### src/rtl/tpq_pkg.sv
// ----------------------------------------------------------------------------
// tpq_pkg
// Shared types and constants of the timestamp priority queue.
// ----------------------------------------------------------------------------
package tpq_pkg;

    localparam int QUEUE_DEPTH_DEF = 16;
    localparam int STAMP_W         = 16;
    localparam int PID_W           = 4;
    localparam int ENTRY_W         = STAMP_W + PID_W;

    localparam logic OP_PUSH = 1'b0;
    localparam logic OP_POP  = 1'b1;

    typedef logic [ENTRY_W-1:0] entry_t;
    typedef logic [PID_W-1:0]   pid_t;

    typedef enum logic [2:0] {
        ST_IDLE,
        ST_SCAN_RD,
        ST_SCAN_CMP,
        ST_INSERT,
        ST_POP_RD,
        ST_POP_LD,
        ST_DONE
    } state_t;

endpackage

### src/rtl/tpq_ram.sv
// ----------------------------------------------------------------------------
// tpq_ram
// Generic single-write, single-read RAM with registered read data.
// ----------------------------------------------------------------------------
module tpq_ram #(
    parameter int WIDTH = tpq_pkg::ENTRY_W,
    parameter int DEPTH = tpq_pkg::QUEUE_DEPTH_DEF,
    localparam int AW   = (DEPTH > 1) ? $clog2(DEPTH) : 1
) (
    input  logic             clk,
    input  logic             we,
    input  logic [AW-1:0]    waddr,
    input  logic [WIDTH-1:0] wdata,
    input  logic [AW-1:0]    raddr,
    output logic [WIDTH-1:0] rdata
);

    logic [WIDTH-1:0] mem [DEPTH];

    always_ff @(posedge clk)
    begin
        if (we)
        begin
            mem[waddr] <= wdata;
        end
        rdata <= mem[raddr];
    end

endmodule

### src/rtl/timestamp_priority_queue_core.sv
// Sequencing: a pop fetches a new head from the RAM when entries remain; a push
//   into an empty or full queue goes straight to the result, otherwise it scans
//   from the tail, moving each larger entry back one slot (at most QUEUE_DEPTH-1
//   of them), and writes the item at the head slot when it becomes the new head.
// Flow: one item at a time; the insert scan through the entry RAM reads and
//   compares one entry at a time.
// Reset: asynchronous, clears the fill count, the base pointer and the sequencer; RAM not cleared.
// ----------------------------------------------------------------------------
// timestamp_priority_queue_core
// Priority queue of (stamp, process id) pairs kept sorted in a circular RAM.
// ----------------------------------------------------------------------------
module timestamp_priority_queue_core #(
    parameter int QUEUE_DEPTH = tpq_pkg::QUEUE_DEPTH_DEF
) (
    input  logic                        clk,
    input  logic                        rst_n,
    input  logic                        in_valid,
    output logic                        in_stall,
    input  logic                        operation,
    input  logic [tpq_pkg::STAMP_W-1:0] stamp,
    input  logic [tpq_pkg::PID_W-1:0]   process_id,
    output logic                        out_valid,
    input  logic                        out_stall,
    output logic [tpq_pkg::PID_W-1:0]   popped_id,
    output logic [tpq_pkg::PID_W-1:0]   head_id,
    output logic                        is_empty,
    output logic                        overflow
);

    localparam int AW = $clog2(QUEUE_DEPTH);
    localparam int CW = $clog2(QUEUE_DEPTH + 1);
    localparam logic [AW:0]   DEPTH_A = (AW+1)'(QUEUE_DEPTH);
    localparam logic [CW-1:0] DEPTH_C = CW'(QUEUE_DEPTH);

    tpq_pkg::state_t state_reg, state_next;
    logic [AW-1:0]   base_reg, base_next;
    logic [CW-1:0]   count_reg, count_next;
    logic [AW-1:0]   idx_reg, idx_next;
    tpq_pkg::entry_t item_reg, item_next;
    tpq_pkg::pid_t   head_pid_reg, head_pid_next;
    tpq_pkg::pid_t   popped_reg, popped_next;
    logic            ovf_reg, ovf_next;

    logic            accept;
    logic            we;
    logic [AW-1:0]   waddr, raddr;
    tpq_pkg::entry_t wdata, rdata;
    tpq_pkg::entry_t in_item;

    logic [AW:0]     sum_idx, sum_idx1, sum_base1;
    logic [AW-1:0]   addr_idx, addr_idx1, base_inc;

    assign accept  = in_valid && (state_reg == tpq_pkg::ST_IDLE);
    assign in_item = {stamp, process_id};

    // Circular addressing: base plus offset, folded back below the depth.
    always_comb
    begin
        sum_idx   = {1'b0, base_reg} + {1'b0, idx_reg};
        sum_idx1  = sum_idx + (AW+1)'(1);
        sum_base1 = {1'b0, base_reg} + (AW+1)'(1);
        addr_idx  = (sum_idx   >= DEPTH_A) ? AW'(sum_idx   - DEPTH_A) : sum_idx[AW-1:0];
        addr_idx1 = (sum_idx1  >= DEPTH_A) ? AW'(sum_idx1  - DEPTH_A) : sum_idx1[AW-1:0];
        base_inc  = (sum_base1 >= DEPTH_A) ? AW'(sum_base1 - DEPTH_A) : sum_base1[AW-1:0];
    end

    tpq_ram #(
        .WIDTH(tpq_pkg::ENTRY_W),
        .DEPTH(QUEUE_DEPTH)
    ) u_ram (
        .clk  (clk),
        .we   (we),
        .waddr(waddr),
        .wdata(wdata),
        .raddr(raddr),
        .rdata(rdata)
    );

    // Next state
    always_comb
    begin
        state_next = state_reg;
        unique case (state_reg)
            tpq_pkg::ST_IDLE:
            begin
                if (accept)
                begin
                    if (operation == tpq_pkg::OP_PUSH)
                    begin
                        if (count_reg == DEPTH_C || count_reg == '0)
                            state_next = tpq_pkg::ST_DONE;
                        else
                            state_next = tpq_pkg::ST_SCAN_RD;
                    end
                    else
                    begin
                        if (count_reg > CW'(1))
                            state_next = tpq_pkg::ST_POP_RD;
                        else
                            state_next = tpq_pkg::ST_DONE;
                    end
                end
            end
            tpq_pkg::ST_SCAN_RD:  state_next = tpq_pkg::ST_SCAN_CMP;
            tpq_pkg::ST_SCAN_CMP:
            begin
                if (rdata > item_reg)
                    state_next = (idx_reg == '0) ? tpq_pkg::ST_INSERT : tpq_pkg::ST_SCAN_RD;
                else
                    state_next = tpq_pkg::ST_DONE;
            end
            tpq_pkg::ST_INSERT:   state_next = tpq_pkg::ST_DONE;
            tpq_pkg::ST_POP_RD:   state_next = tpq_pkg::ST_POP_LD;
            tpq_pkg::ST_POP_LD:   state_next = tpq_pkg::ST_DONE;
            tpq_pkg::ST_DONE:
            begin
                if (!out_stall)
                    state_next = tpq_pkg::ST_IDLE;
            end
            default:              state_next = tpq_pkg::ST_IDLE;
        endcase
    end

    // Datapath and RAM control
    always_comb
    begin
        base_next     = base_reg;
        count_next    = count_reg;
        idx_next      = idx_reg;
        item_next     = item_reg;
        head_pid_next = head_pid_reg;
        popped_next   = popped_reg;
        ovf_next      = ovf_reg;
        we            = 1'b0;
        waddr         = addr_idx1;
        wdata         = item_reg;
        raddr         = addr_idx;
        unique case (state_reg)
            tpq_pkg::ST_IDLE:
            begin
                if (accept)
                begin
                    popped_next = '0;
                    ovf_next    = 1'b0;
                    item_next   = in_item;
                    idx_next    = AW'(count_reg - CW'(1));
                    if (operation == tpq_pkg::OP_PUSH)
                    begin
                        if (count_reg == DEPTH_C)
                        begin
                            ovf_next = 1'b1;
                        end
                        else if (count_reg == '0)
                        begin
                            // empty queue: item becomes the head directly
                            we            = 1'b1;
                            waddr         = base_reg;
                            wdata         = in_item;
                            head_pid_next = process_id;
                            count_next    = CW'(1);
                        end
                    end
                    else if (count_reg != '0)
                    begin
                        popped_next = head_pid_reg;
                        base_next   = base_inc;
                        count_next  = count_reg - CW'(1);
                    end
                end
            end
            tpq_pkg::ST_SCAN_CMP:
            begin
                we = 1'b1;
                if (rdata > item_reg)
                begin
                    // move the larger entry back one slot; scan on, or insert at the head after slot 0
                    wdata = rdata;
                    if (idx_reg != '0)
                        idx_next = idx_reg - AW'(1);
                end
                else
                begin
                    wdata      = item_reg;
                    count_next = count_reg + CW'(1);
                end
            end
            tpq_pkg::ST_INSERT:
            begin
                we            = 1'b1;
                waddr         = base_reg;
                wdata         = item_reg;
                head_pid_next = item_reg[tpq_pkg::PID_W-1:0];
                count_next    = count_reg + CW'(1);
            end
            tpq_pkg::ST_POP_RD:
            begin
                raddr = base_reg;
            end
            tpq_pkg::ST_POP_LD:
            begin
                head_pid_next = rdata[tpq_pkg::PID_W-1:0];
            end
            default:
            begin
            end
        endcase
    end

    always_ff @(posedge clk or negedge rst_n)
    begin
        if (!rst_n)
        begin
            state_reg <= tpq_pkg::ST_IDLE;
            base_reg  <= '0;
            count_reg <= '0;
        end
        else
        begin
            state_reg <= state_next;
            base_reg  <= base_next;
            count_reg <= count_next;
        end
    end

    always_ff @(posedge clk)
    begin
        idx_reg      <= idx_next;
        item_reg     <= item_next;
        head_pid_reg <= head_pid_next;
        popped_reg   <= popped_next;
        ovf_reg      <= ovf_next;
    end

    assign in_stall  = (state_reg != tpq_pkg::ST_IDLE);
    assign out_valid = (state_reg == tpq_pkg::ST_DONE);
    assign popped_id = popped_reg;
    assign is_empty  = (count_reg == '0);
    assign head_id   = is_empty ? '0 : head_pid_reg;
    assign overflow  = ovf_reg;

endmodule

### config.mk
export PLATFORM = sky130hd
export DESIGN_NAME = timestamp_priority_queue_core
export DESIGN_NICKNAME = d
export VERILOG_FILES = /design/src/rtl/tpq_pkg.sv /design/src/rtl/tpq_ram.sv /design/src/rtl/timestamp_priority_queue_core.sv
export SDC_FILE = /design/constraint.sdc
export NUM_CORES = 1
export LEC_CHECK = 0
export BUFFER_PORTS_ARGS = -buffer_cell sky130_fd_sc_hd__buf_2
export CORE_ASPECT_RATIO = 0.8
export CORE_MARGIN = 3
export CORE_UTILIZATION = 65
export DETAILED_ROUTE_END_ITERATION = 16
export PLACE_DENSITY = 0.87
export RECOVER_POWER = 100
export SLEW_MARGIN = 20
export SYNTH_ARGS = -nofsm -noshare
export SYNTH_HDL_FRONTEND = slang
export SYNTH_HIERARCHICAL = 1
export SYNTH_SLANG_ARGS = --single-unit
### constraint.sdc
create_clock -name clk -period 7.2 [get_ports clk]
set_input_delay 0.72 -clock clk [delete_from_list [all_inputs] [get_ports clk]]
set_output_delay 0.72 -clock clk [all_outputs]
set_load 0.02 [all_outputs]
# ---- After elaboration in Yosys (flattened, before gate mapping)
# Memories as Yosys holds them, arrays and structs flattened. A register that Yosys moved wholly into a read port is not among the register bits.
# Cells that the tools add are included.
dict set report word_totals {
  wordCells 109
  out_inout_bits 12
  in_bits 25
  ram_bits 320
  reg_bits 45
  mem_count 1
}
# memory depth word_bits rd rd_clocked_by_memory_dff wr line
set mem_list {}
lappend mem_list {u_ram.mem 16 20 1 1 1 tpq_ram.sv:18} ;# logic [WIDTH-1:0] mem [DEPTH];
dict set report op_classes {
  reduce_logical 20
  n_eq_ne 18
  n_mux 48
  n_addsub 9
  n_lt_le_gt_ge 5
}
# cell n
set op_table {}
lappend op_table {{two-way mux 20 bit} 5}
lappend op_table {{two-way mux 4 bit} 16}
lappend op_table {{one-hot mux 20 bit (2 select lines)} 1}
lappend op_table {{two-way mux 5 bit} 6}
lappend op_table {{greater-than comparator 20 bit} 1}
lappend op_table {{one-hot mux 3 bit (6 select lines)} 1}
lappend op_table {{!= test 2 bit, second input constant} 8}
lappend op_table {{one-hot mux 4 bit (2 select lines)} 2}
lappend op_table {{subtractor 4 x 1 -> 4 bit, second input constant} 4}
lappend op_table {{>= comparator 5 bit, second input constant} 3}
lappend op_table {{two-way mux 3 bit} 5}
lappend op_table {{one-hot mux 5 bit (3 select lines)} 1}
lappend op_table {{one-hot mux 4 bit (3 select lines)} 1}
lappend op_table {{adder 5 x 1 -> 5 bit, second input constant} 2}
lappend op_table {{== test 3 bit, second input constant} 3}
lappend op_table {{nonzero test 3 bit} 3}
lappend op_table {{AND reduction 4 bit} 2}
lappend op_table {{two-way mux 1 bit} 7}
lappend op_table {{== test 3 x 2 -> 1 bit, second input constant} 2}
lappend op_table {{!= test 3 bit, second input constant} 2}
lappend op_table {{AND reduction 2 bit} 3}
lappend op_table {{AND reduction 6 bit} 1}
lappend op_table {{adder 4 x 1 -> 5 bit, second input constant} 1}
lappend op_table {{adder 4 x 4 -> 5 bit} 1}
lappend op_table {{other kinds (17)} 19}

# ---- Logic depth before layout (Yosys ltp)
# Gate-level depths: netlist of run 1.
dict set report logic_depth {
  depth_word 9
  mapped_depth 11
}

# ---- Cells and area by module
# Netlist of run 1, hierarchy kept.
# mod seq_area_each_um2 cells_per_inst area_per_inst_um2 instances
set modules_own_cells {}
lappend modules_own_cells {tpq_ram 10009.6 533 12530.8 1}
lappend modules_own_cells {timestamp_priority_queue_core 1291.2 352 3414.5 1}

# ---- Worst setup path after synthesis of run 1
# OpenSTA, ideal clock, no wires.
dict set report synth_timing {
  path_kind {flip-flop to flip-flop}
  from {reg count_reg[0]}
  to {mem u_ram/mem[0][0] (netlist bit), enable pin}
  t_arrival_ps 3891
  stages_incl_launch_ff 9
  slack_ps 2887
  synth_period_minus_slack_ps 4313
  setup_ps 422
  required_ps 6778
  cell_sequence {dfrtp_1 -> inv_1 -> ha_1 -> or4b_4 -> or3_4 -> o21ai_4 -> o21ai_0 -> or3b_2 -> nor3_1}
}
dict set report synth_between {
  word_cells_on_any_way 14
  cone_classes {eq/ne: 1; mux: 12; reduce/logical: 1}
}
# element line
set synth_rtl {}
lappend synth_rtl {{start: declaration} timestamp_priority_queue_core.sv:37} ;# logic [CW-1:0] count_reg, count_next;
lappend synth_rtl {{start signal: assignment} timestamp_priority_queue_core.sv:221} ;# count_reg <= count_next;
lappend synth_rtl {{logical NOT 5 bit} timestamp_priority_queue_core.sv:153} ;# else if (count_reg == '0)
lappend synth_rtl {{two-way mux 4 bit} timestamp_priority_queue_core.sv:153}
lappend synth_rtl {{two-way mux 4 bit (*)} timestamp_priority_queue_core.sv:149} ;# if (count_reg == DEPTH_C)
lappend synth_rtl {{two-way mux 4 bit (*)} timestamp_priority_queue_core.sv:147} ;# if (operation == tpq_pkg::OP_PUSH)
lappend synth_rtl {{two-way mux 4 bit (*)} timestamp_priority_queue_core.sv:141} ;# if (accept)
lappend synth_rtl {{one-hot mux 4 bit (2 select lines) (*)} timestamp_priority_queue_core.sv:138} ;# unique case (state_reg)
lappend synth_rtl {{via waddr[2]} timestamp_priority_queue_core.sv:46} ;# logic [AW-1:0] waddr, raddr;
lappend synth_rtl {{end: declaration} tpq_ram.sv:18}
# Mark *: on every way through the listed nets, which the timed path passes. The rest lies on a longest branch.

# ---- Final worst setup path of run 1
dict set report layout_timing {
  from {reg count_reg[0]}
  to {mem u_ram/mem[3][1] (netlist bit), enable pin}
}
# The elaborated chain is that of the path after synthesis.

==> results of run 1 <==
==> power groups by stage <==
stage / Clock [mW] / Sequential, mW / Combinational [mW]
final: 1.96 / 3.07 / 3.40
after global placement: 0 / 3.08 / 3.22
after CTS: 1.98 / 3.06 / 3.43
after global routing: 2.06 / 3.09 / 3.63
after detailed placement: 0 / 3.10 / 3.35
after floorplan: 0 / 3.00 / 2.53
==> layer usage <==
metal | vias up | part of all wire [%]
met5 | - | 0
met4 | 0 | 2.8
met3 | 91 | 13
met2 | 705 | 47
met1 | 4450 | 38
li1 | 3671 | -
==> cells by family (layout without fill, tap and decap cells) <==
group                    after synthesis  in the layout  synth area share [%]
flip-flops                           385            385                  70.9
XOR/XNOR                              14             14                 0.769
multiplexers                          86             86                  12.1
AO/OA/AOI/OAI                        132            132                  6.08
buffers and inverters                 78            155                  2.38
adder cells (fa/ha/maj)               30             30                  2.40
AND/OR/NAND/NOR                      160            160                  5.42
==> area by class of cell <==
class,count,share of cell area (%)
Clock buffer,52,5.96
Clock inverter,14,1.04
Inverter,35,0.750
Multi-Input combinational cell,422,24.2
Sequential cell,385,64.5
Tap cell,312,2.23
Timing Repair Buffer,54,1.36
==> through the flow <==
| stage | power, mW | setup WS, ns | cells | instance area, um^2 | hold WS [ns] |
|---|---|---|---|---|---|
| finish | 8.44 | 1.81 | 1274 | 17500 | 0.227 |
| global route | 8.78 | 1.61 | 1274 | 17500 | 0.268 |
| CTS | 8.47 | 2.98 | 1274 | 17700 | 0.0769 |
| detailed placement | 6.44 | 3.03 | 1208 | 16500 | 0.560 |
| global placement | 6.30 | 3.15 | 1208 | 16500 | 0.559 |
| floorplan | 5.52 | 2.89 | 885 | 15900 | 0.424 |
==> synthesized netlist by cell type (7+ instances only) <==
library cell | n | area, um^2
a21oi_1 | 21 | 105
o21ai_0 | 15 | 75.1
mux4_1 | 16 | 420
dfxtp_1 | 20 | 400
buf_4 | 7 | 52.6
nor3_1 | 11 | 55.1
nand2_1 | 46 | 173
buf_6 | 7 | 78.8
clkbuf_1 | 22 | 82.6
and2_1 | 23 | 144
a22oi_1 | 43 | 323
nor2_1 | 32 | 120
edfxtp_1 | 353 | 10600
a221o_1 | 19 | 190
xnor2_1 | 8 | 70.1
ha_1 | 29 | 363
dfrtp_1 | 12 | 300
mux4_2 | 64 | 1440
inv_1 | 35 | 131
o22ai_1 | 7 | 43.8
nand2b_1 | 7 | 43.8
==> critical path, cell delays in order, from the launching register on <==
cell and delay, ns:
dfrtp_1 0.48, inv_1 0.12, ha_1 0.26, or4b_1 0.69, or3_1 0.56, o21ai_0 0.26, o21ai_0 0.29, or3b_2 0.58
nor2_1 0.90, clkbuf_1 0.85
==> worst max-delay path by stage <==
stage | cells past startpoint | slack [ns] | to | from
3_3_place_gp | 8 | 3.15 | u_ram/mem[9][17] | count_reg[0]
6_report | 9 | 1.81 | u_ram/mem[3][1] | count_reg[0]
3_5_place_dp | 9 | 3.03 | u_ram/mem[0][3] | count_reg[0]
2_1_floorplan | 8 | 2.89 | u_ram/mem[0][0] | count_reg[0]
4_1_cts | 10 | 2.98 | u_ram/mem[3][14] | count_reg[0]
5_1_grt | 9 | 1.61 | u_ram/mem[3][1] | count_reg[0]
==> qor.txt, run 1 <==
Max Cap Viol: 10
Top FF cell, synth: edfxtp_1
Clock Skew: 0.0225 ns
crit path DAT: 5.52 ns
Syn Std Cell Area: 15900 um^2
Hold Vio Cnt, Final: 0
TritonCTS clock tree: yes
sequential power share: 36.4%
Largest register FFs: 320
Avg Cell Area, Syn: 18.0 um^2
Sw Pwr: 3.05 mW
period utilisation layout: 74.8%
Reg area: 11300 um^2
antenna cells: 0
Chip Width: 181 um
Routed Antenna Nets: 0
Multi-input gate area: 4240 um^2
Final Slew Violations: 209
Post CTS Setup Buffer Count: 0
layout cells sized above 1: 16.1%
Slew headroom: -46.8%
grt peak-use layer: met2
nets@finish: 989
run status: finished, violations left
commonest non-fill, non-tap cell in the layout: edfxtp_1
internal power: 5.39 mW
Post-Route WL: 37300 um
I/O Buffers: 36
Syn-to-layout area delta: 9.88%
worst r2r dst: u_ram/mem[3][1]
EDFF count, synth: 353
initial antenna violation count: 0
Critical R2R Launch: count_reg[0]
dpl hpwl: 21300 um
sequential fraction of the synthesis area: 70.9%
Via density: 7.00
Post-CTS Hold Buffers: 0
clock sink count: 385
critical path endpoint category: flop
Logic pwr share: 40.4%
core area: 23800 um^2
R2R setup slack: 1.81 ns
failing checks: max-capacitance violations, max-slew violations
Clk Latency, worst-skew pair: 0.53 ns
post-synthesis cell type count: 65
clock tree root driver cell: clkbuf_16
Startpoint Class: flop
CTS H-tree lvls: 2
Worst EP required: 7.34 ns
PD cells: 482 nW/um^2
Via Count: 8917
fill count: 1311
DR iter-0 viols: 1427
cts repair resizes: 0
die footprint: 26500 um^2
Yosys warning total: 6
Std-Cell Rows: 50
maximum VDD drop: 0.413 mV
Max Fclk: 186 MHz
critical path fanouts, max: 13
GR Layer Usage met2: 43.7%
largest net degree at the start of global routing: 81
Final Critical Period: 5.39 ns
Initial Utilization: 67.1%
I/O Pins: 37
vias in the first global route: 8980
met3 Usage GRT: 5.63%
Worst Tran Pin Value: 2.19 ns
Mapped Cells: 885
RSZ-0062 raised after global routing: false
Min-Delay Path Class: in -> async
TritonCTS Buffers: 36
GRT overflow: 0
Leakage: 5.90 nW
Clock Power Share: 23.2%
met1 Track Usage GR: 42.4%
Setup Crit Path Kind: reg -> reg
first-pass GRT wire length: 56400 um
GP Congestion: 0.916
DRC errors left: 0
commonest non-fill, non-tap cells in the layout: 353 x edfxtp_1, 64 x mux4_2, 47 x clkbuf_1
clock tree buffer depth: 3
DR pass1 iterations: 8
height of the die: 146 um
sw frac: 36.1%
setup TNS: 0 ns
Final setup viols: 0
Syn Nets: 940
post-layout util: 73.7%
#FFs+latches synth: 385
R2R cell count: 9
clk slew on worst S/H paths: 0.06 ns
asr flop ratio synth: 3.12%
detail-routed net length per standard cell: 29.3 um
Tot GR Track Use: 28.6%
No activity file was read; power rests on OpenSTA's default activity.
==> inputs of run 2 (changes only) <==
Settings changed: CORE_UTILIZATION 65 to 62, PLACE_DENSITY 0.87 to 0.84.
Clock period 7.2 ns to 4.97 ns, I/O delays scaled along.
==> run 2 against run 1 <==
Against the previous run:
- the flow still finishes with violations (max-capacitance violations, max-slew violations)
- sequential cell count unchanged
- sequential share of layout area decreased by 0.13 points
- setup slack got worse by 1.2 ns
- clock skew increased by 0.0012 ns
- design area increased by 0.21%
- sequential power increased by 44%
- critical path depth decreased by 2
- wire length increased by 3.2%
- worst hold slack got worse by 0.065 ns
- first-iteration DRC count increased by 0.35%
- register-to-register slack got worse by 1.2 ns
- largest power group unchanged
==> qor.txt, run 2 (synthesis results as in run 1) <==
nets@finish: 993
Min-Delay Path Class: in -> reg
Critical path origin: item_reg[14]
clock tree buffer depth: 3
DR iter-0 viols: 1432
Worst Tran Pin Value: 2.15 ns
fill count: 1461
run status: finished, violations left
Critical R2R Launch: item_reg[14]
antenna cells: 0
Startpoint Class: flop
Largest register FFs: 320
Post-Route WL: 38500 um
initial antenna violation count: 2
Final setup viols: 0
Final Critical Period: 4.37 ns
RSZ-0062 raised after global routing: false
final worst setup slack: 0.599 ns
end of the worst hold path: item_reg[13]
Hold Vio Cnt, Final: 0
Leakage: 5.92 nW
Post CTS Setup Buffer Count: 0
first-pass GRT wire length: 57700 um
GP Congestion: 0.835
Worst EP required: 4.96 ns
Max Fclk: 229 MHz
pre-CTS WS: 0.755 ns
critical path endpoint category: flop
vias in the first global route: 8922
Syn-to-layout area delta: 10.1%
setup TNS: 0 ns
I/O Pins: 37
height of the die: 149 um
layout cells sized above 1: 18.0%
period utilisation layout: 87.9%
TritonCTS Buffers: 36
Tot Pwr: 12.4 mW
core area: 24800 um^2
Max Cap Viol: 1
Chip Width: 185 um
Tot GR Track Use: 28.8%
Std-Cell Rows: 51
Via Count: 8954
crit path DAT: 4.36 ns
largest net degree at the start of global routing: 49
Final Slew Violations: 17
commonest non-fill, non-tap cell in the layout: edfxtp_1
CTS H-tree lvls: 2
PD cells: 708 nW/um^2
GRT overflow: 0
Clk Latency, worst-skew pair: 0.52 ns
critical path fanouts, max: 16
clk slew on worst S/H paths: 0.06 ns
detail-routed net length per standard cell: 30.0 um
TritonCTS clock tree: yes
Routed Antenna Nets: 0
maximum VDD drop: 0.420 mV
DRC errors left: 0
commonest non-fill, non-tap cells in the layout: 353 x edfxtp_1, 64 x mux4_2, 46 x nand2_1
Initial Utilization: 64.2%
dpl hpwl: 23500 um
Setup Crit Path Kind: reg -> reg
clock tree root driver cell: clkbuf_16
Clock Skew: 0.0237 ns
Slew headroom: -45.2%
Hold Startpoint: stamp[9]
R2R cell count: 7
die footprint: 27700 um^2
DR pass1 iterations: 6
worst r2r dst: u_ram/mem[5][4]
I/O Buffers: 36
R2R setup slack: 0.60 ns
hold depth: 1
clock sink count: 385
failing checks: max-capacitance violations, max-slew violations
Via density: 6.97
[run 2: area by class of cell]
| cell class | count | area (um^2) | share of cell area (%) |
|---|---|---|---|
| Clock buffer | 50 | 1000 | 5.72 |
| Clock inverter | 16 | 129 | 0.734 |
| Timing Repair Buffer | 58 | 304 | 1.73 |
| Tap cell | 318 | 398 | 2.27 |
| Multi-Input combinational cell | 422 | 4290 | 24.4 |
| Inverter | 35 | 131 | 0.748 |
| Sequential cell | 385 | 11300 | 64.4 |
[run 2: critical path: stages, from the launching register on]
cell and delay, ns:
edfxtp_1 0.39, inv_1 0.06, ha_1 0.30, nand4_1 0.24, nor4_1 0.56, o21ai_0 0.27, and4_1 0.34, o21ai_0 1.67
[run 2: how the worst max path moves through the flow]
stage                   endpoint  slack, ns  cells after the start
2_1_floorplan    u_ram/mem[0][0]       0.66                      8
3_3_place_gp    u_ram/mem[15][6]       0.95                      9
3_5_place_dp   u_ram/mem[15][17]       0.75                      9
4_1_cts         u_ram/mem[15][9]       0.67                      9
5_1_grt        u_ram/mem[11][18]       0.41                     10
6_report         u_ram/mem[5][4]       0.60                      7
[run 2: routing by layer]
metal	track usage (%)	up-vias	share of wire, %
met5	0	-	0.073
met4	7.57	4	2.4
met3	6.63	84	13
met2	43.6	696	46
met1	43.5	4480	38
li1	-	3690	-
[run 2: repair_timing]
action | in CTS | in global routing
resized for setup | 0 | 0
hold endpoints to repair | 12 | 0
hold buffers | 1 | 0
[run 2: stage by stage]
stage | utilization (%) | area [um^2] | cells | hold WS, ns
after floorplan | - | 15900 | 885 | 0.201
after global placement | 66.7 | 16500 | 1217 | 0.397
after detailed placement | 66.7 | 16500 | 1217 | 0.402
after CTS | 71.3 | 17700 | 1284 | 0.150
after global routing | 70.7 | 17600 | 1284 | 0.156
final | 70.7 | 17600 | 1284 | 0.162
[run 2: where the power goes]
part | total [mW] | switching [mW] | leakage [nW] | internal (mW)
clock | 2.67 | 1.15 | 0.557 | 1.52
combinational | 5.36 | 3.34 | 1.86 | 2.02
sequential | 4.41 | 0.250 | 3.50 | 4.16
